## src/rtl/core/rosi_pkg.sv

```systemverilog
// Shared types, constants and helper functions for the ray and oriented box slab test.
// It has no dependencies. The front end, the divider cells, the back end and the top level use it.
`default_nettype none
package rosi_pkg;
	localparam int COORD_BITS = 16;
	localparam int DIST_BITS = 32;
	localparam int VEC_BITS = 3 * COORD_BITS;
	localparam int FRAC_SHIFT = 22;
	localparam int MAG_BITS = 34;
	localparam int NUM_BITS = MAG_BITS + FRAC_SHIFT;
	localparam int DVS_BITS = 32;
	localparam int DIV_STEPS = NUM_BITS;
	localparam int T_BITS = NUM_BITS + 2;
	localparam int CFG_IDX_BITS = 3;

	localparam logic [CFG_IDX_BITS-1:0] REG_CENTER    = 3'd0;
	localparam logic [CFG_IDX_BITS-1:0] REG_HALF      = 3'd1;
	localparam logic [CFG_IDX_BITS-1:0] REG_AXIS_ONE  = 3'd2;
	localparam logic [CFG_IDX_BITS-1:0] REG_AXIS_TWO  = 3'd3;
	localparam logic [CFG_IDX_BITS-1:0] REG_AXIS_THR  = 3'd4;
	localparam logic [CFG_IDX_BITS-1:0] REG_THRESHOLD = 3'd5;

	localparam logic signed [T_BITS-1:0] T_NEG_INF = {1'b1, {(T_BITS-1){1'b0}}};
	localparam logic signed [T_BITS-1:0] T_POS_INF = {1'b0, {(T_BITS-1){1'b1}}};

	typedef struct packed {
		logic [VEC_BITS-1:0] center;
		logic [VEC_BITS-1:0] half;
		logic [2:0][VEC_BITS-1:0] axis;
		logic [15:0] thr;
	} cfg_t;

	typedef struct packed {
		logic neg;
		logic [DVS_BITS-1:0] rem;
		logic [NUM_BITS-1:0] dq;
	} lane_t;

	typedef struct packed {
		logic par;
		logic pmiss;
		logic [DVS_BITS-1:0] dvs;
		lane_t lo;
		lane_t hi;
	} axis_t;

	typedef struct packed {
		axis_t [2:0] ax;
		logic signed [DIST_BITS-1:0] wmin;
		logic signed [DIST_BITS-1:0] wmax;
	} ctx_t;

	function automatic logic signed [COORD_BITS-1:0] comp(input logic [VEC_BITS-1:0] v,
		input int k);
		return $signed(v[k*COORD_BITS +: COORD_BITS]);
	endfunction

	function automatic lane_t div_step(input lane_t l, input logic [DVS_BITS-1:0] dvs);
		logic [DVS_BITS:0] tr;
		logic [DVS_BITS:0] df;
		lane_t o;
		tr = {l.rem, l.dq[NUM_BITS-1]};
		df = tr - {1'b0, dvs};
		o = l;
		if (!df[DVS_BITS]) begin
			o.rem = df[DVS_BITS-1:0];
			o.dq = {l.dq[NUM_BITS-2:0], 1'b1};
		end else begin
			o.rem = tr[DVS_BITS-1:0];
			o.dq = {l.dq[NUM_BITS-2:0], 1'b0};
		end
		return o;
	endfunction
endpackage
`default_nettype wire

```

## src/rtl/core/rosi_back.sv

```systemverilog
// Back end of the slab test: signed slab distances, interval folding, clamp and window check.
// It depends on rosi_pkg and holds the output register.
`default_nettype none
module rosi_back (
	input  wire logic clk,
	input  wire logic arst_n,
	input  wire logic en,
	input  wire logic v_in,
	input  wire rosi_pkg::ctx_t ctx_in,
	output logic out_valid,
	output logic hit,
	output logic [rosi_pkg::DIST_BITS-2:0] hit_distance
);
	logic v_b1, v_b2, v_q;
	logic signed [rosi_pkg::T_BITS-1:0] tlo_b1 [3];
	logic signed [rosi_pkg::T_BITS-1:0] thi_b1 [3];
	logic [2:0] par_b1;
	logic pmiss_b1, pmiss_b2;
	logic signed [rosi_pkg::DIST_BITS-1:0] wmin_b1, wmax_b1, wmin_b2, wmax_b2;
	logic signed [rosi_pkg::T_BITS-1:0] near_b2, far_b2, near_d, far_d;
	logic hit_q;
	logic [rosi_pkg::DIST_BITS-2:0] dist_q;
	logic hit_d;
	logic [rosi_pkg::DIST_BITS-2:0] dist_d;

	always_comb begin
		near_d = rosi_pkg::T_NEG_INF;
		far_d = rosi_pkg::T_POS_INF;
		for (int i = 0; i < 3; i++) begin
			if (!par_b1[i]) begin
				if (tlo_b1[i] > near_d) near_d = tlo_b1[i];
				if (thi_b1[i] < far_d) far_d = thi_b1[i];
			end
		end
	end

	always_comb begin
		logic signed [rosi_pkg::T_BITS-1:0] d;
		logic signed [rosi_pkg::DIST_BITS:0] dx;
		logic miss;
		miss = pmiss_b2 || (far_b2 < 0) || (near_b2 > far_b2);
		d = (near_b2 > 0) ? near_b2 : far_b2;
		if (d < 0) begin
			dist_d = '0;
		end else if (d > rosi_pkg::T_BITS'({(rosi_pkg::DIST_BITS-1){1'b1}})) begin
			dist_d = '1;
		end else begin
			dist_d = d[rosi_pkg::DIST_BITS-2:0];
		end
		dx = $signed({2'b00, dist_d});
		hit_d = !miss && (dx >= 33'(wmin_b2)) && (dx <= 33'(wmax_b2));
	end

	always_ff @(posedge clk or negedge arst_n) begin
		if (!arst_n) begin
			v_b1 <= 1'b0;
			v_b2 <= 1'b0;
			v_q <= 1'b0;
		end else if (en) begin
			v_b1 <= v_in;
			v_b2 <= v_b1;
			v_q <= v_b2;
		end
	end

	always_ff @(posedge clk) begin
		logic signed [rosi_pkg::T_BITS-1:0] a, b;
		if (en) begin
			for (int i = 0; i < 3; i++) begin
				a = $signed({2'b00, ctx_in.ax[i].lo.dq});
				b = $signed({2'b00, ctx_in.ax[i].hi.dq});
				if (ctx_in.ax[i].lo.neg) a = -a;
				if (ctx_in.ax[i].hi.neg) b = -b;
				tlo_b1[i] <= (a > b) ? b : a;
				thi_b1[i] <= (a > b) ? a : b;
				par_b1[i] <= ctx_in.ax[i].par;
			end
			pmiss_b1 <= ctx_in.ax[0].pmiss | ctx_in.ax[1].pmiss | ctx_in.ax[2].pmiss;
			wmin_b1 <= ctx_in.wmin;
			wmax_b1 <= ctx_in.wmax;
			near_b2 <= near_d;
			far_b2 <= far_d;
			pmiss_b2 <= pmiss_b1;
			wmin_b2 <= wmin_b1;
			wmax_b2 <= wmax_b1;
			hit_q <= hit_d;
			dist_q <= hit_d ? dist_d : '0;
		end
	end

	assign out_valid = v_q;
	assign hit = hit_q;
	assign hit_distance = dist_q;
endmodule
`default_nettype wire

```

## config.mk

```make
export PLATFORM = sky130hd
export DESIGN_NAME = rosi_back
export DESIGN_NICKNAME = d
export VERILOG_FILES = /design/src/rtl/core/rosi_pkg.sv /design/src/rtl/core/rosi_back.sv
export SDC_FILE = /design/constraint.sdc
export NUM_CORES = 2
export LEC_CHECK = 0
export BUFFER_PORTS_ARGS = -buffer_cell sky130_fd_sc_hd__buf_2
export CORE_ASPECT_RATIO = 1.25
export CORE_MARGIN = 4
export CORE_UTILIZATION = 55
export CTS_BUF_LIST = sky130_fd_sc_hd__clkbuf_8
export CTS_CLUSTER_SIZE = 12
export DETAILED_ROUTE_END_ITERATION = 6
export PLACE_DENSITY_LB_ADDON = 0.2
export SLEW_MARGIN = 20
export SYNTH_ARGS = -nofsm -noshare
export SYNTH_HDL_FRONTEND = slang
export SYNTH_SLANG_ARGS = --single-unit
export TNS_END_PERCENT = 1
```

## constraint.sdc

```tcl
create_clock -name clk -period 10.2 [get_ports clk]
set_clock_uncertainty 0.1 [all_clocks]
set_input_delay 0.51 -clock clk [delete_from_list [all_inputs] [get_ports clk]]
set_output_delay 0.51 -clock clk [all_outputs]
set_load 0.02 [all_outputs]
```

Word level (Yosys, flattened, before mapping) --
Memories as Yosys holds them, arrays and structs flattened. Index checks and enable logic that the tools add are counted.
Word-level totals: register bits after elaboration 284, RAM bits 348, bits of input ports 704, output and inout bits 33, memories 2
Memory list:
- thi_b1 | depth 3, width 58, rd ports 3, clocked after memory_dff 0, wr ports 3, line rosi_back.sv:16 | logic signed [rosi_pkg::T_BITS-1:0] thi_b1 [3];
- tlo_b1 | depth 3, width 58, rd ports 3, clocked after memory_dff 0, wr ports 3, line rosi_back.sv:15 | logic signed [rosi_pkg::T_BITS-1:0] tlo_b1 [3];
Cells by class: $add $sub $neg 6, $lt $le $gt $ge 16, mux-type cells 35, bitwise gates (word level) 2, reductions and logical operators 5
Operators by type and width (count):
- 2-to-1 mux 58 bit | 31
- > comparator 58 bit | 6
- negation 56 -> 58 bit | 6
- less-than comparator 58 x 1 -> 1 bit, second input constant | 2
- less-than comparator 58 bit | 2
- 2-to-1 mux 31 bit | 2
- > comparator 58 x 1 -> 1 bit, second input constant | 1
- > comparator 58 x 31 -> 1 bit, second input constant | 1
- > comparator 58 bit, second input constant | 1
- less-than comparator 58 bit, second input constant | 1
- >= comparator 32 bit | 1
- <= comparator 32 bit | 1
- logical AND 1 bit | 2
- logical OR 1 bit | 2
- 2-to-1 mux 1 bit | 2
- bitwise OR 1 bit | 2
- zero test 1 bit | 1

Longest topological paths before layout --
depth in word-level cells 9, gate-level depth with buffers 35

Worst setup path after synthesis --
Ideal clock, no wire load.
kind input port to flip-flop, start input ctx_in[290] (netlist bit), end memory thi_b1[0][100] (netlist bit) (data pin), library setup time 0.279 ns, data arrival time 7.236 ns, data required time 9.821 ns, slack 2.586 ns, stages on the path 27, cells stage by stage or4_4 or4_4 or3_1 or3_4 or3_1 buf_2 or4_4 or3_4 or4_4 o31ai_1 xor2_1 ha_1 a21o_1 a21oi_1 nor2b_1 o21ai_0 nand2b_1 a21oi_1 o21ai_0 a211oi_1 o21ai_0 mux2i_1 a21oi_1 clkbuf_1 clkbuf_1 buf_1 mux2i_1
RTL lines:
- start: declaration | line rosi_back.sv:9 | input wire rosi_pkg::ctx_t ctx_in,
- end: declaration | line rosi_back.sv:16

==> results.cfg <==
[synthesis]
synth_top_area_share_pct = 40.3
synthesis.area_um2 = 46800
syn_nets = 5752
yosysTopAreaCell = edfxtp_1
yosysUniqueCellTypes = 63
ys.flop_type = edfxtp_1
syn-instance-count = 4519
synth_area_leaders = edfxtp_1 (40%), ha_1 (14%), mux2i_1 (9.9%), xor2_1 (5.7%), inv_1 (3.5%)
ys.warnings.count = 0
synthArstFlopShare_pct = 0.475
seq_area_frac_synth_pct = 40.5
ys_ff_latch = 632
synth_area_per_cell_um2 = 10.4
synth_edf_count = 629

[pwr]
p_per_area_nw_per_um2 = 177
pwr-share-seq_pct = 39.0
clock_power_share_pct = 25.4
switching_share_pct = 35.4
switchingPower_mw = 3.36
vdd_ir_drop_max_v = 0.000122
leakage_nw = 24.6
intPower_mw = 6.12
comb_power_share_pct = 35.6

[cts]
clk_pin_slew_ns = 0.07
worstSkewPairLatency_ns = 0.75
cts_tree = done
cts_buffers = 100
cts_setup_buffers = 0
cts_buffer_depth = 3
clock_sinks = 632
cts_root_buf = clkbuf_8
ctsHtreeMaxLevel = 3

[sta]
tightest_slew_ns = 1.08
slew_viol_final = 0
timing.final.crit_share_pct = 88.6
timing.fmax_ghz = 0.111
relSlewSlack_pct = 28.3
min_period_ns = 9.03
timing.setup.tns_ns = 0
finalSetupViolations = 0
rsz0062_at_grt = false
hold_violations = 0

[cells_and_area]
nFillCells = 6946
regArea_um2 = 19000
nets = 6273
syn2layout_area_growth_pct = 14.2
fin_util_pct = 63.3
drive_gt1_share_pct = 13.7
multi_input_area_um2 = 25700
layout_commonest_cell = edfxtp_1
final_cell_mix = edfxtp_1 (629), ha_1 (529), mux2i_1 (461), inv_1 (458), buf_2 (447)

[placement]
io_buffers = 448
post-dp-hpwl_mm = 115
gp_routability_congestion = 0.978

[routing]
dr.pass1.iters = 7
drc_errors = 2
drtIter0Drc = 3119
wl_per_cell_um = 22.7
routed_wl_mm = 141
vias = 37600
drtAntennaViolNets = 0
routed_via_density = 6.04

[setup_path]
critPathMaxStageDelay_ns = 0.54
cp.arrival_ns = 9.34
slowest_stage = nor4_1
crit_fanout = 51
path_class = flop to flop
crit_path_end_kind = flop
crit_path_frequent_cell = a21o_1
worstSetupStartpointType = flop
required_ns = 10.51

[floorplanning]
rows = 119
die_h_um = 334
die_w_um = 269
start_util_pct = 55.5
ioPinCount = 737
core_um2 = 84400
fp.dieArea_um2 = 89900

[global_routing]
grt.overflow.total = 0
grt_pass1_wl_mm = 207
grt_pass1_vias = 36000
grt_usage_pct = 30.4
grt_max_degree = 186
antenna_found_initial = 35

[run_status]
violations = design-rule violations
status = finished with violations

[flow_run]
drv.max_cap_violation_count = 0

[hold_path]
worstHoldPathType = input pin to flop
[final timing paths]
| check | start | endpoint | slack (ns) | cells past startpoint |
|---|---|---|---|---|
| worst max-delay path | thi_b1[0][25] | far_b2[1] | 1.17 | 31 |
| worst min-delay path | ctx_in[596] | tlo_b1[0][135] | 0.11 | 3 |
| worst max register to register | thi_b1[0][25] | far_b2[1] | 1.17 | 31 |
| worst min register to register | wmin_b1[28] | wmin_b2[28] | 0.31 | 0 |
| max in group asynchronous | arst_n | v_b1 | 9.26 | 3 |
| min in group asynchronous | arst_n | out_valid | 0.59 | 3 |
[per-layer routing]
layer | up-vias | part of all wire (%) | global-route usage, %
met5 | - | 0.15 | 0
met4 | 32 | 5.4 | 15.2
met3 | 312 | 8.2 | 5.84
met2 | 1408 | 45 | 48.8
met1 | 17900 | 41 | 39.2
li1 | 17900 | - | -
[cell usage after synthesis (63+ instances only)]
library cell  count
mux2i_1         461
a21o_1          167
nor4_1           70
o31ai_1         150
ha_1            529
nand4_1         123
nor2_1          188
clkbuf_1        129
a21oi_1         237
o21ai_0         260
nor3_1           63
nand2_1         209
edfxtp_1        629
inv_1           440
xor2_1          304
[power by group through the flow]
| stage | Clock (mW) | Sequential [mW] | Combinational (mW) |
|---|---|---|---|
| 6_report | 2.41 | 3.69 | 3.37 |
| 5_1_grt | 2.56 | 3.72 | 3.74 |
| 4_1_cts | 2.45 | 3.69 | 3.34 |
| 3_5_place_dp | 0 | 3.74 | 3.29 |
| 3_3_place_gp | 0 | 3.73 | 3.21 |
| 2_1_floorplan | 0 | 3.61 | 2.23 |
[critical path: cells and delay by family, from the launching register on]
family,cells,cell delay [ns]
AOI/OAI and AO/OA,16,3.79
and+or+nand+nor,6,1.66
buffers and inverters,5,1.27
adders and majority gates,2,0.68
xor gates and xnor gates,1,0.50
DFF,1,0.48
muxes,1,0.16
[cell families after synthesis]
kind of cell             share of synthesized area [%]
multiplexers                                      10.1
AO/OA/AOI/OAI                                     13.2
AND/OR/NAND/NOR                                   11.0
adder cells (fa/ha/maj)                           14.1
XOR/XNOR                                          6.13
flip-flops                                        40.5
buffers and inverters                             4.84
[state kept, by name, indices dropped and copies added, names as in the netlist, 3 cells and up]
signal / flops
tlo_b1: 174
wmax_b2: 32
thi_b1: 174
wmin_b2: 32
par_b1: 3
far_b2: 58
wmin_b1: 32
wmax_b1: 32
hit_distance: 31
near_b2: 58
[area by class of cell]
| type | instances | area share (%) |
|---|---|---|
| clock inverter | 84 | 1.48 |
| sequential | 632 | 35.5 |
| multi-input combinational | 3284 | 48.0 |
| antenna | 17 | 0.0796 |
| tap | 1089 | 2.55 |
| inverter | 440 | 3.09 |
| clock buffer | 102 | 2.63 |
| timing repair buffer | 582 | 6.66 |
[through the flow]
stage / hold slack [ns] / area, um^2 / worst slack [ns] / power (mW) / cells
6_report: 0.110 / 53500 / 1.17 / 9.48 / 6230
3_3_place_gp: 0.206 / 50500 / 1.37 / 6.94 / 5955
4_1_cts: 0.0349 / 53400 / 1.26 / 9.47 / 6213
3_5_place_dp: 0.212 / 50500 / 1.24 / 7.03 / 5955
2_1_floorplan: 0.114 / 46800 / 2.59 / 5.84 / 4519
5_1_grt: 0.127 / 53400 / 0.687 / 10.0 / 6219
[timing repair]
| item | in CTS | in global routing |
|---|---|---|
| endpoints found under the hold margin | 72 | 0 |
| resized for setup | 0 | 0 |
| hold buffers | 72 | 0 |
Note: power is estimated with default switching activity, not from simulation.
