**src/rtl/core/rosi_pkg.sv**
```systemverilog
// Shared types, constants and helper functions for the ray and oriented box slab test.
// It has no dependencies. The front end, the divider cells, the back end and the top level use it.
`default_nettype none
package rosi_pkg;
	localparam int COORD_BITS = 16;
	localparam int DIST_BITS = 32;
	localparam int VEC_BITS = 3 * COORD_BITS;
	localparam int FRAC_SHIFT = 22;
	localparam int MAG_BITS = 34;
	localparam int NUM_BITS = MAG_BITS + FRAC_SHIFT;
	localparam int DVS_BITS = 32;
	localparam int DIV_STEPS = NUM_BITS;
	localparam int T_BITS = NUM_BITS + 2;
	localparam int CFG_IDX_BITS = 3;

	localparam logic [CFG_IDX_BITS-1:0] REG_CENTER    = 3'd0;
	localparam logic [CFG_IDX_BITS-1:0] REG_HALF      = 3'd1;
	localparam logic [CFG_IDX_BITS-1:0] REG_AXIS_ONE  = 3'd2;
	localparam logic [CFG_IDX_BITS-1:0] REG_AXIS_TWO  = 3'd3;
	localparam logic [CFG_IDX_BITS-1:0] REG_AXIS_THR  = 3'd4;
	localparam logic [CFG_IDX_BITS-1:0] REG_THRESHOLD = 3'd5;

	localparam logic signed [T_BITS-1:0] T_NEG_INF = {1'b1, {(T_BITS-1){1'b0}}};
	localparam logic signed [T_BITS-1:0] T_POS_INF = {1'b0, {(T_BITS-1){1'b1}}};

	typedef struct packed {
		logic [VEC_BITS-1:0] center;
		logic [VEC_BITS-1:0] half;
		logic [2:0][VEC_BITS-1:0] axis;
		logic [15:0] thr;
	} cfg_t;

	typedef struct packed {
		logic neg;
		logic [DVS_BITS-1:0] rem;
		logic [NUM_BITS-1:0] dq;
	} lane_t;

	typedef struct packed {
		logic par;
		logic pmiss;
		logic [DVS_BITS-1:0] dvs;
		lane_t lo;
		lane_t hi;
	} axis_t;

	typedef struct packed {
		axis_t [2:0] ax;
		logic signed [DIST_BITS-1:0] wmin;
		logic signed [DIST_BITS-1:0] wmax;
	} ctx_t;

	function automatic logic signed [COORD_BITS-1:0] comp(input logic [VEC_BITS-1:0] v,
		input int k);
		return $signed(v[k*COORD_BITS +: COORD_BITS]);
	endfunction

	function automatic lane_t div_step(input lane_t l, input logic [DVS_BITS-1:0] dvs);
		logic [DVS_BITS:0] tr;
		logic [DVS_BITS:0] df;
		lane_t o;
		tr = {l.rem, l.dq[NUM_BITS-1]};
		df = tr - {1'b0, dvs};
		o = l;
		if (!df[DVS_BITS]) begin
			o.rem = df[DVS_BITS-1:0];
			o.dq = {l.dq[NUM_BITS-2:0], 1'b1};
		end else begin
			o.rem = tr[DVS_BITS-1:0];
			o.dq = {l.dq[NUM_BITS-2:0], 1'b0};
		end
		return o;
	endfunction
endpackage
`default_nettype wire

```
**src/rtl/core/rosi_div_cell.sv**
```systemverilog
// One cell of the divider chain: a single restoring step for all six slab quotients.
// It depends on rosi_pkg and passes the whole item context to the next cell.
`default_nettype none
module rosi_div_cell (
	input  wire logic clk,
	input  wire logic arst_n,
	input  wire logic en,
	input  wire logic v_in,
	input  wire rosi_pkg::ctx_t ctx_in,
	output logic v_out,
	output rosi_pkg::ctx_t ctx_out
);
	logic v_q;
	rosi_pkg::ctx_t ctx_q;
	rosi_pkg::ctx_t ctx_d;

	always_comb begin
		ctx_d = ctx_in;
		for (int i = 0; i < 3; i++) begin
			ctx_d.ax[i].lo = rosi_pkg::div_step(ctx_in.ax[i].lo, ctx_in.ax[i].dvs);
			ctx_d.ax[i].hi = rosi_pkg::div_step(ctx_in.ax[i].hi, ctx_in.ax[i].dvs);
		end
	end

	always_ff @(posedge clk or negedge arst_n) begin
		if (!arst_n) begin
			v_q <= 1'b0;
		end else if (en) begin
			v_q <= v_in;
		end
	end

	always_ff @(posedge clk) begin
		if (en) begin
			ctx_q <= ctx_d;
		end
	end

	assign v_out = v_q;
	assign ctx_out = ctx_q;
endmodule
`default_nettype wire

```
**config.mk**
```make
export PLATFORM = sky130hd
export DESIGN_NAME = rosi_div_cell
export DESIGN_NICKNAME = d
export VERILOG_FILES = /design/src/rtl/core/rosi_pkg.sv /design/src/rtl/core/rosi_div_cell.sv
export SDC_FILE = /design/constraint.sdc
export NUM_CORES = 1
export LEC_CHECK = 0
export BUFFER_PORTS_ARGS = -buffer_cell sky130_fd_sc_hd__buf_2
export CAP_MARGIN = 30
export CORE_AREA = 2 2 544 546
export DETAILED_ROUTE_END_ITERATION = 10
export DIE_AREA = 0 0 546 548
export PLACE_DENSITY = 0.3
export SETUP_SLACK_MARGIN = 0.02
export SLEW_MARGIN = 20
export SYNTH_ARGS = -nofsm -noshare
export SYNTH_HDL_FRONTEND = slang
export SYNTH_SLANG_ARGS = --single-unit
```
**constraint.sdc**
```tcl
create_clock -name clk -period 1.7 [get_ports clk]
set_input_delay 0.34 -clock clk [delete_from_list [all_inputs] [get_ports clk]]
set_output_delay 0.34 -clock clk [all_outputs]
set_load 0.005 [all_outputs]
```
# Word-level counts from Yosys, hierarchy flattened
# Index checks and enable logic that the tools add are counted.
[classes] div=0 n_bitwise=0 n_mux=6 n_reduce_logical=0 multipliers=0 n_eq_ne=0 order_cmp=0 addsub=6 n_shift=0
[op_table] op="two-way mux 88 bit" n=6
[op_table] op="subtractor 33 x 32 -> 33 bit" n=6
[word_totals] ram_bits=0 mem_count=0 reg_bits=701 latchBits=0 inputBits=704 romBits=0

# Longest topological paths before layout
# Gate-level depths: netlist (run 1).
[depth] ltp_word=2 mapped_depth=15 mapped_depth_nobuf=14

# Least setup slack after synthesis (run 1)
# No wires, ideal clock.
[synth_timing] kind="in2reg" start="input port ctx_in[632] (netlist name)" end="register ctx_q (netlist bit ctx_out[637]) (data pin)" arrival_ps=3272 t_required_ps=1440 stages=14 setup_time_ps=260 n_path_buf=1 path_slack_ps=-1833 cell_sequence="inv_1 > ha_1 > fa_1 > nor2b_4 > o31a_1 > o221a_4 > a2111oi_4 > nor3b_1 > o21ai_2 > a21oi_2 > a311oi_2 > xnor2_1 > buf_6 > mux2_4"
[synth_rtl] item="from (decl)" line_no="rosi_div_cell.sv:9" rtl="input wire rosi_pkg::ctx_t ctx_in,"
[synth_rtl] item="to (signal assigned)" line_no="rosi_div_cell.sv:35" rtl="ctx_q <= ctx_d;"
[synth_rtl] item="to (decl)" line_no="rosi_div_cell.sv:14" rtl="rosi_pkg::ctx_t ctx_q;"

==> results of run 1 <==
## flip-flops by register name, summed over array words and instances, names as in the netlist
signal / count
v_out: 1
ctx_out: 700
## Yosys cell counts, drive strengths merged (12+ instances only)
library cell / number / area, um^2
nand3: 33 / 170
mux2i: 17 / 170
nor2: 89 / 334
nand2b: 23 / 144
xor2: 55 / 482
a31oi: 23 / 150
a211oi: 14 / 110
a21o: 77 / 578
xnor2: 105 / 920
nand4: 17 / 106
buf: 20 / 118
nor3: 20 / 105
and3: 18 / 113
clkbuf: 20 / 75.1
nand2: 92 / 345
o31ai: 15 / 113
nor2b: 19 / 126
o21bai: 20 / 150
o21a: 33 / 248
o21ai: 95 / 479
mux2: 175 / 2070
a211o: 14 / 123
o211ai: 12 / 95.1
ha: 192 / 2400
inv: 147 / 552
a21oi: 152 / 768
edfxtp: 700 / 21000
## kinds of logic (layout without fill, tap and decap cells)
family	count (synthesis)	in the layout	share of synthesized area
and+or+nand+nor	367	367	0.0552
AOI/OAI and AO/OA	535	535	0.107
adders and majority gates	198	198	0.0757
buffers and inverters	187	3289	0.0223
DFF	701	701	0.631
muxes	192	192	0.0671
xor gates and xnor gates	160	160	0.0420
other	0	48	0
## final timing paths
kind                       slack [ns]  cells after the start      endpoint
setup reg to reg                 0.95                      1         v_out
hold reg to reg                  0.52                      1         v_out
hold / removal                   0.06                      4  ctx_out[332]
min in group asynchronous        0.12                      2         v_out
max in group asynchronous        1.50                      2         v_out
setup / recovery                -1.22                     19  ctx_out[446]
## timing repair
| action | in CTS | in global routing |
|---|---|---|
| hold endpoints to repair | 689 | 4 |
| gates resized for setup | 720 | 104 |
| gates cloned | 16 | 1 |
| setup endpoints to repair | 893 | 876 |
| setup buffers | 61 | 18 |
| pin swaps | 78 | 60 |
| hold buffers | 689 | 5 |
## power groups by stage
stage | sequential (mW) | clock [mW] | combinational (mW)
global route | 22.4 | 23.9 | 19.4
CTS | 22.3 | 23.5 | 18.4
detailed placement | 22.5 | 0 | 14.4
global placement | 22.5 | 0 | 14.4
floorplan | 22.3 | 0 | 5.25
finish | 22.2 | 22.4 | 18.0
## metal layers
layer  vias to the layer above  routed length [um]  GRT usage
met2                      1252              126000      0.290
li1                      15111                   -          -
met5                         -                 226          0
met3                       398               21000     0.0574
met4                        38                8350     0.0478
met1                     16089              101000      0.189
## through the flow
stage	cell area, um^2	utilization	setup slack (ns)	power [mW]
finish	66600	0.227	-1.22	62.7
global route	66500	0.227	-1.28	65.7
CTS	66200	0.226	-1.22	64.1
detailed placement	52100	0.178	-2.41	36.8
global placement	52100	0.178	-2.47	36.9
floorplan	34100	-	-1.51	27.6
## final cells by class
class	count	share of cell area
timing repair buffer	2953	0.344
sequential	701	0.316
multi-input combinational	1452	0.204
tap	3919	0.0736
clock buffer	123	0.0402
clock inverter	66	0.0107
inverter	147	0.00977
antenna	48	0.00180
==> summary.md, run 1 <==
| Metric | Value |
|---|---|
| Fmax | 0.342 GHz |
| Register Area | ~21000 um^2 |
| Mapped Area | 33300 um^2 |
| Inserted Clock Buffers | 104 |
| DRC | 0 |
| Dpl hpwl | 215000 um |
| Final hold vios | 0 |
| First-pass GRT wire length | between 300000 and 400000 um |
| Row Count | 199 |
| Vias | roughly 33000 |
| Syn-to-layout area delta | 99.7% |
| Final wirelength | between 200000 and 300000 um |
| CP bufs+invs | 7 |
| Core Area | 293000 um^2 |
| I/O pin total | ~1400 |
| Status | finished, violations left |
| Critical Path Fanout Max | 7 |
| Max-Cap Viols | 0 |
| Critical Path Start Type | input pin |
| Flop pwr share | 0.355 |
| Worst Skew | 0 ns |
| Worst min-delay path startpoint | ctx_in[331] |
| TritonCTS Sinks | 701 |
| Port buffer count | 1404 |
| Final worst-path setup slack | -1.22 ns |
| Pin count of the biggest net entering global routing | slightly below 90 |
| Clk pwr share | 0.358 |
| Clock Tree Root | clkbuf_16 |
| Rel. slew slack | 0.539 |
| Slew Limit Fails | 0 |
| CP arrival | 3.43 ns |
| Post-route minimum period | 2.92 ns |
| CTS HTree Levels | 3 |
| CP Launch Point | ctx_in[420] |
| Worst VDD drop | between 0.0007 and 0.0008 V |
| Pre-antenna DRT Iters | 5 |
| Initial core utilization | 0.114 |
| Setup TNS | -213.08 ns |
| Reg2Reg Launch Point | v_out |
| Post-synth top flop | edfxtp_1 |
| Drt wl/cell | 27.3 um |
| Routed Antenna Nets | 0 |
| Crit-path slowest cell | fa_2 |
| Most frequent cells in the layout | buf_2 (1155), buf_4 (770), edfxtp_1 (700) |
| Tightest Hold Check Type | input pin to flip-flop |
| Die W | 546 um |
| Fill cells | 31742 |
| Cell variety after synth | 84 |
| Vias per cell | about 3.5 |
| Cell family with most CP delay | buffers and inverters |
| Final period utilization | 1.72 |
| Post-synth ARST share | 0.00143 |
| Post-Place Cells | 8405 |
| Commonest non-fill, non-tap cell in the layout | buf_2 |
| Syn_nets | between 3000 and 4000 |
| Initial antenna violation count | 175 |
| RSZ-0062 raised after global routing | yes |
| Overflow after GRT | 0 |
| Cells after synthesis | 2340 |
| Slowest stage delay, CP | approximately 0.34 ns |
| Worst-path cell chain | clkbuf_4 -> inv_12 -> ha_4 -> fa_2 -> nand2b_4 -> a21oi_4 -> a211oi_4 -> buf_6 -> o31ai_4 -> buf_6 -> o311ai_4 -> o22a_1 -> o21ai_1 -> buf_4 -> o21ai_4 -> xnor2_4 -> buf_12 -> buf_12 -> mux2_4 |
| Pwr dens | 942 nW/um^2 |
| Fraction of layout instances using a drive strength above 1 | 0.515 |
| Combinational power share | 0.288 |
| GRT Total Usage | 0.166 |
| Full die area | 299000 um^2 |
| Slew of the pin with the lowest slew margin | about 0.7 ns |
| Placer Congestion | 0.858 |
| Post-synthesis sequential element count | 701 |
| Skew-Pair Late Insertion Delay | 0.75 ns |
| Nature of the critical path endpoint | flip-flop |
| Register area share after synthesis | 0.631 |
| Reg clk slew, reported paths | 0.06 ns |
| Max Buffers Root-to-Sink | 4 |
| Die height | 548 um |
| Net Sw Frac | 0.298 |
| LEAKAGE | 28.6 nW |
| CP required | 2.21 ns |
| Area occupied by multi-input gates | 13600 um^2 |
| EDFF count, synth | 700 |
| Internal power | 44.0 mW |
| Synth Area per Inst | 14.2 um^2 |
| Vias in the first global route | about 35000 |
| Synthesis Warnings | 0 |
| DRT iter0 DRCs | 1878 |
| # nets final | 6261 |
| Failing checks | setup timing |
| WHS | 0.0594 ns |
| Switching power | approximately 19 mW |
| CTS tree | yes |
| Crit path kind | input pin to flip-flop |
| Final setup vio count | 512 |
| Layout Cells excl Fill | 9409 |
Note: power is estimated with default switching activity, not from simulation.
==> inputs of run 2 (changes only) <==
--- a/config.mk
+++ b/config.mk
@@ -7,9 +7,9 @@
 export LEC_CHECK = 0
 export BUFFER_PORTS_ARGS = -buffer_cell sky130_fd_sc_hd__buf_2
 export CAP_MARGIN = 30
-export CORE_AREA = 2 2 544 546
+export CORE_AREA = 2 2 541 543
 export DETAILED_ROUTE_END_ITERATION = 10
-export DIE_AREA = 0 0 546 548
+export DIE_AREA = 0 0 543 545
 export PLACE_DENSITY = 0.3
 export SETUP_SLACK_MARGIN = 0.02
 export SLEW_MARGIN = 20
==> summary.md, run 2 (same netlist as run 1, synthesis figures left out) <==
| Metric | Value |
|---|---|
| Status | finished, violations left |
| Failing checks | hold timing, setup timing |
| Max FFs per register | 700 |
| Skew-Pair Late Insertion Delay | 0.75 ns |
| Tot Pwr | 62.4 mW |
| Port buffer count | 1404 |
| Pwr dens | between 900 and 1000 nW/um^2 |
| Overflow after GRT | 0 |
| Clk pwr share | 0.364 |
| Final wirelength | 246000 um |
| RSZ-0062 raised after global routing | yes |
| Slew of the pin with the lowest slew margin | 0.465 ns |
| Initial core utilization | 0.115 |
| Final setup vio count | 498 |
| Reg clk slew, reported paths | 0.06 ns |
| TritonCTS Sinks | 701 |
| Vias | 32529 |
| # nets final | 6222 |
| WHS | -0.248 ns |
| Rel. slew slack | 0.682 |
| Dpl hpwl | 207000 um |
| GRT Total Usage | 0.158 |
| DRC | 0 |
| Vias in the first global route | 34040 |
| Worst Skew | 0 ns |
| Core Area | around 290000 um^2 |
| Post-Place Cells | about 8400 |
| Final hold vios | 3 |
| Crit path kind | input pin to flip-flop |
| Routed Antenna Nets | 0 |
| Switching power | roughly 18 mW |
| Critical Path Fanout Max | 20 |
| DRT iter0 DRCs | 1662 |
| Drt wl/cell | roughly 26 um |
| Initial antenna violation count | around 150 |
| Slew Limit Fails | 0 |
| Die height | around 550 um |
| Die W | 543 um |
| Internal power | ~44 mW |
| Max-Cap Viols | 0 |
| Pre-antenna DRT Iters | 5 |
| Max Buffers Root-to-Sink | 4 |
| LEAKAGE | 28.5 nW |
| Critical Path Start Type | input pin |
| Commonest non-fill, non-tap cell in the layout | buf_2 |
| Pin count of the biggest net entering global routing | 54 |
| Combinational power share | 0.280 |
| Full die area | 296000 um^2 |
| Syn-to-layout area delta | 98.0% |
| Fmax | roughly 0.36 GHz |
| Layout Cells excl Fill | 9337 |
| Nature of the critical path endpoint | flip-flop |
| Post-route minimum period | 2.81 ns |
| Final period utilization | 1.65 |
| Clock Tree Root | clkbuf_16 |
| Inserted Clock Buffers | 104 |
| Most frequent cells in the layout | buf_2 (1160), buf_4 (728), edfxtp_1 (700) |
| CP arrival | 3.33 ns |
| Fraction of layout instances using a drive strength above 1 | 0.508 |
| Placer Congestion | 0.839 |
| Tightest Hold Check Type | input pin to flip-flop |
| Fill cells | 31456 |
| I/O pin total | between 1000 and 1500 |
| Final worst-path setup slack | -1.11 ns |
| Flop pwr share | 0.356 |
| Worst VDD drop | 0.000849 V |
| CTS tree | yes |
| First-pass GRT wire length | 314000 um |
| Row Count | between 150 and 200 |
| Net Sw Frac | 0.293 |
| Final core occ | 0.228 |
| CTS HTree Levels | 3 |
| CP required | 2.23 ns |
| Vias per cell | 3.48 |
==> run 2: through the flow <==
| stage | TNS (ns) | instance area (um^2) | setup WS [ns] |
|---|---|---|---|
| after floorplan | -272.06 | 34100 | -1.51 |
| after global placement | -414.28 | 52100 | -2.61 |
| after detailed placement | -419.43 | 52100 | -2.62 |
| after CTS | -258.41 | 63000 | -1.06 |
| after global routing | -260.20 | 66000 | -1.18 |
| final | -208.74 | 66000 | -1.11 |
==> run 2: path summary, 6_finish.rpt <==
path	from	endpoint	slack (ns)	cells past startpoint
max	ctx_in[210]	ctx_out[222]	-1.11	16
min	ctx_in[454]	ctx_out[454]	-0.25	1
max reg2reg	v_out	v_out	0.96	1
min reg2reg	v_out	v_out	0.51	1
max in group asynchronous	arst_n	v_out	1.35	2
min in group asynchronous	arst_n	v_out	0.26	2
==> run 2: metal layers <==
metal / vias up / routed length [um] / GRT usage
met3: 464 / 18000 / 0.0489
li1: 15009 / - / -
met2: 1203 / 121000 / 0.286
met5: - / 435 / 0
met1: 15785 / 94500 / 0.174
met4: 68 / 11800 / 0.0529
==> run 2: final cells by class <==
class	instances	area, um^2	share of cell area
multi-input combinational	1452	13300	0.201
inverter	147	653	0.00989
clock inverter	69	786	0.0119
timing repair buffer	2914	22600	0.342
sequential	701	21000	0.319
tap	3900	4880	0.0739
antenna	37	92.6	0.00140
clock buffer	117	2670	0.0405
==> run 2: timing repair <==
item / CTS / global route
endpoints found under the hold margin: 690 / 6
gates cloned: 2 / 9
setup buffers: 6 / 33
pin swaps: 34 / 66
endpoints found under the setup margin: 898 / 876
gates resized for setup: 97 / 817
hold buffers: 687 / 4
==> run 2: critical path, cell delays in order <==
cell	delay [ns]
buf_2	0.13
ha_4	0.22
buf_6	0.11
nor2b_4	0.12
o31a_1	0.30
nor3_4	0.43
nor3_4	0.05
nor3_2	0.18
a21oi_2	0.12
a21oi_4	0.15
buf_12	0.15
o31a_1	0.20
nor3_4	0.06
inv_2	0.14
buf_12	0.20
mux2_2	0.36
==> run 2: power by group through the flow <==
| stage | Combinational, mW | Sequential, mW | Clock (mW) |
|---|---|---|---|
| floorplan | 5.25 | 22.3 | 0 |
| global placement | 14.3 | 22.5 | 0 |
| detailed placement | 14.3 | 22.4 | 0 |
| CTS | 16.2 | 22.1 | 23.7 |
| global route | 18.7 | 22.4 | 24.2 |
| finish | 17.5 | 22.2 | 22.7 |
==> inputs of run 3 (changes only) <==
--- a/config.mk
+++ b/config.mk
@@ -7,9 +7,9 @@
 export LEC_CHECK = 0
 export BUFFER_PORTS_ARGS = -buffer_cell sky130_fd_sc_hd__buf_2
 export CAP_MARGIN = 30
-export CORE_AREA = 2 2 541 543
+export CORE_AREA = 2 2 550 552
 export DETAILED_ROUTE_END_ITERATION = 10
-export DIE_AREA = 0 0 543 545
+export DIE_AREA = 0 0 552 554
 export PLACE_DENSITY = 0.3
 export SETUP_SLACK_MARGIN = 0.02
 export SLEW_MARGIN = 20
==> constraint.sdc (replaced) <==
create_clock -name clk -period 3.6 [get_ports clk]
set_input_delay 0.72 -clock clk [delete_from_list [all_inputs] [get_ports clk]]
set_output_delay 0.72 -clock clk [all_outputs]
set_load 0.005 [all_outputs]
==> summary.md, run 3 (same netlist as run 1, synthesis figures left out) <==
| Metric | Value |
|---|---|
| Initial core utilization | 0.111 |
| TritonCTS Sinks | approximately 700 |
| Vias in the first global route | approximately 31000 |
| Reg clk slew, reported paths | 0.06 ns |
| Final setup vio count | 0 |
| Fmax | roughly 0.29 GHz |
| Full die area | 306000 um^2 |
| First-pass GRT wire length | between 200000 and 300000 um |
| I/O pin total | between 1000 and 1500 |
| Worst Hold Path Cells | 1 |
| Placement Cell Area | 49800 um^2 |
| Final core occ | 0.186 |
| Worst VDD drop | 0.000308 V |
| Die W | approximately 550 um |
| Worst Skew | 0 ns |
| CTS HTree Levels | 3 |
| Row Count | 201 |
| Most frequent cells in the layout | buf_2 (1402), edfxtp_1 (700), buf_4 (526) |
| Rel. slew slack | 0.457 |
| Commonest non-fill, non-tap cell in the layout | buf_2 |
| # nets final | 5469 |
| Critical Path Fanout Max | 7 |
| Final hold vios | 0 |
| R2R Setup Slk | 2.86 ns |
| Syn-to-layout area delta | 67.2% |
| Initial antenna violation count | about 180 |
| Final period utilization | 0.965 |
| DRT iter0 DRCs | 1449 |
| Pre-CTS WS | -1.06 ns |
| Worst-path cell chain | clkbuf_4 -> buf_6 -> ha_4 -> fa_2 -> nand2b_4 -> a21oi_2 -> a211oi_2 -> o31ai_2 -> buf_4 -> o311ai_1 -> buf_4 -> o22a_1 -> o21ai_4 -> o21ai_4 -> xnor2_4 -> buf_12 -> clkbuf_16 -> mux2_2 |
| Dpl hpwl | 183000 um |
| Overflow after GRT | 0 |
| Reg2Reg Launch Point | v_out |
| Hold Path End | ctx_out[505] |
| Core Area | 299000 um^2 |
| CP Launch Point | ctx_in[454] |
| Inserted Clock Buffers | ~100 |
| WHS | ~0.098 ns |
| Tightest Hold Check Type | input pin to flip-flop |
| Post-route minimum period | between 3 and 4 ns |
| Slowest stage delay, CP | 0.36 ns |
| Final worst-path setup slack | 0.125 ns |
| Vias per cell | 3.40 |
| Nature of the critical path endpoint | flip-flop |
| GRT Total Usage | 0.134 |
| CP arrival | 4.02 ns |
| Worst r2r dst | v_out |
| Skew-Pair Late Insertion Delay | 0.78 ns |
| Clock Tree Root | clkbuf_16 |
| Final wirelength | 214000 um |
| Max FFs per register | 700 |
| Pwr dens | 494 nW/um^2 |
| Drt wl/cell | 24.7 um |
| Critical Path Start Type | input pin |
| Worst reg2reg path depth | 1 |
| LEAKAGE | ~24 nW |
| Placer Congestion | 0.874 |
| Port buffer count | approximately 1400 |
| Post-route cell area | roughly 56000 um^2 |
| Max Buffers Root-to-Sink | 4 |
| Pin count of the biggest net entering global routing | slightly above 60 |
| Pre-antenna DRT Iters | 7 |
| Crit-path slowest cell | fa_2 |
| Slew of the pin with the lowest slew margin | 0.815 ns |
| Die height | 554 um |
| CP required | approximately 4.2 ns |
| Status | finished clean |
| Crit path kind | input pin to flip-flop |
| Vias | 29474 |
| DRC | 0 |
| Slew Limit Fails | 0 |
| Setup TNS | 0 ns |
| RSZ-0062 raised after global routing | no |
| Routed Antenna Nets | 0 |
| Worst min-delay path startpoint | ctx_in[504] |
| Max-Cap Viols | 0 |
| CTS tree | yes |
| Fraction of layout instances using a drive strength above 1 | 0.506 |
run 3: cell count changes in the layout (fill, tap and decap cells not counted), moves of 18 or more:
cell and delta:
inv_1 +25, dlygate4sd3_1 -487, buf_4 -202, buf_12 -26, ha_1 +28, diode_2 +18, buf_2 +242, mux2_4 -112
buf_6 -257, mux2_2 +98, ha_4 -25
run 3: how the worst max path moves through the flow:
stage              endpoint  cells past startpoint
6_report       ctx_out[440]                     18
5_1_grt        ctx_out[440]                     18
3_3_place_gp   ctx_out[361]                     16
2_1_floorplan  ctx_out[637]                     14
3_5_place_dp   ctx_out[361]                     16
4_1_cts        ctx_out[363]                     16
run 3: per-layer routing:
metal | vias up | GRT usage | wire (um)
met1 | 14107 | 0.135 | 76000
met2 | 1277 | 0.248 | 110000
li1 | 13525 | - | -
met4 | 126 | 0.0397 | 6540
met5 | - | 0 | 834
met3 | 439 | 0.0578 | 20300
run 3: timing repair:
action / 4_1_cts / 5_1_grt
pin swaps: 1 / 10
setup endpoints to repair: 30 / 90
hold buffers: 204 / 0
gates cloned: 0 / 3
setup buffers: 0 / 3
gates resized for setup: 2 / 15
hold endpoints to repair: 204 / 0
run 3: where the power goes:
part	switching [mW]	total (mW)	leakage, nW	internal [mW]
logic	3.18	6.17	15.2	3.00
registers	0.386	10.4	6.86	10.0
clock network	4.40	11.0	1.72	6.56
total	7.96	27.6	23.8	19.6
run 3: metrics by stage:
stage | instances | total power [mW]
floorplan | 2340 | 12.8
global placement | 8210 | 16.7
detailed placement | 8210 | 16.6
CTS | 8602 | 28.2
global route | 8634 | 28.9
finish | 8663 | 27.6
run 3: cell type report:
class,count,area (um^2)
diodes,55,138
clock buffers,110,2600
well taps,3958,4950
clock inverters,78,952
repair buffers,2162,13600
fillers,33018,244000
multi-input cells,1452,11900
inverters,147,577
flip-flops and latches,701,21000
run 3: critical path: cells and delay by family:
| kind | cells | cell delay, ns |
|---|---|---|
| adder cells (fa/ha/maj) | 2 | 0.52 |
| AND/OR/NAND/NOR | 1 | 0.15 |
| AO/OA/AOI/OAI | 7 | 1.04 |
| multiplexers | 1 | 0.33 |
| buffers and inverters | 6 | 0.97 |
| XOR/XNOR | 1 | 0.25 |
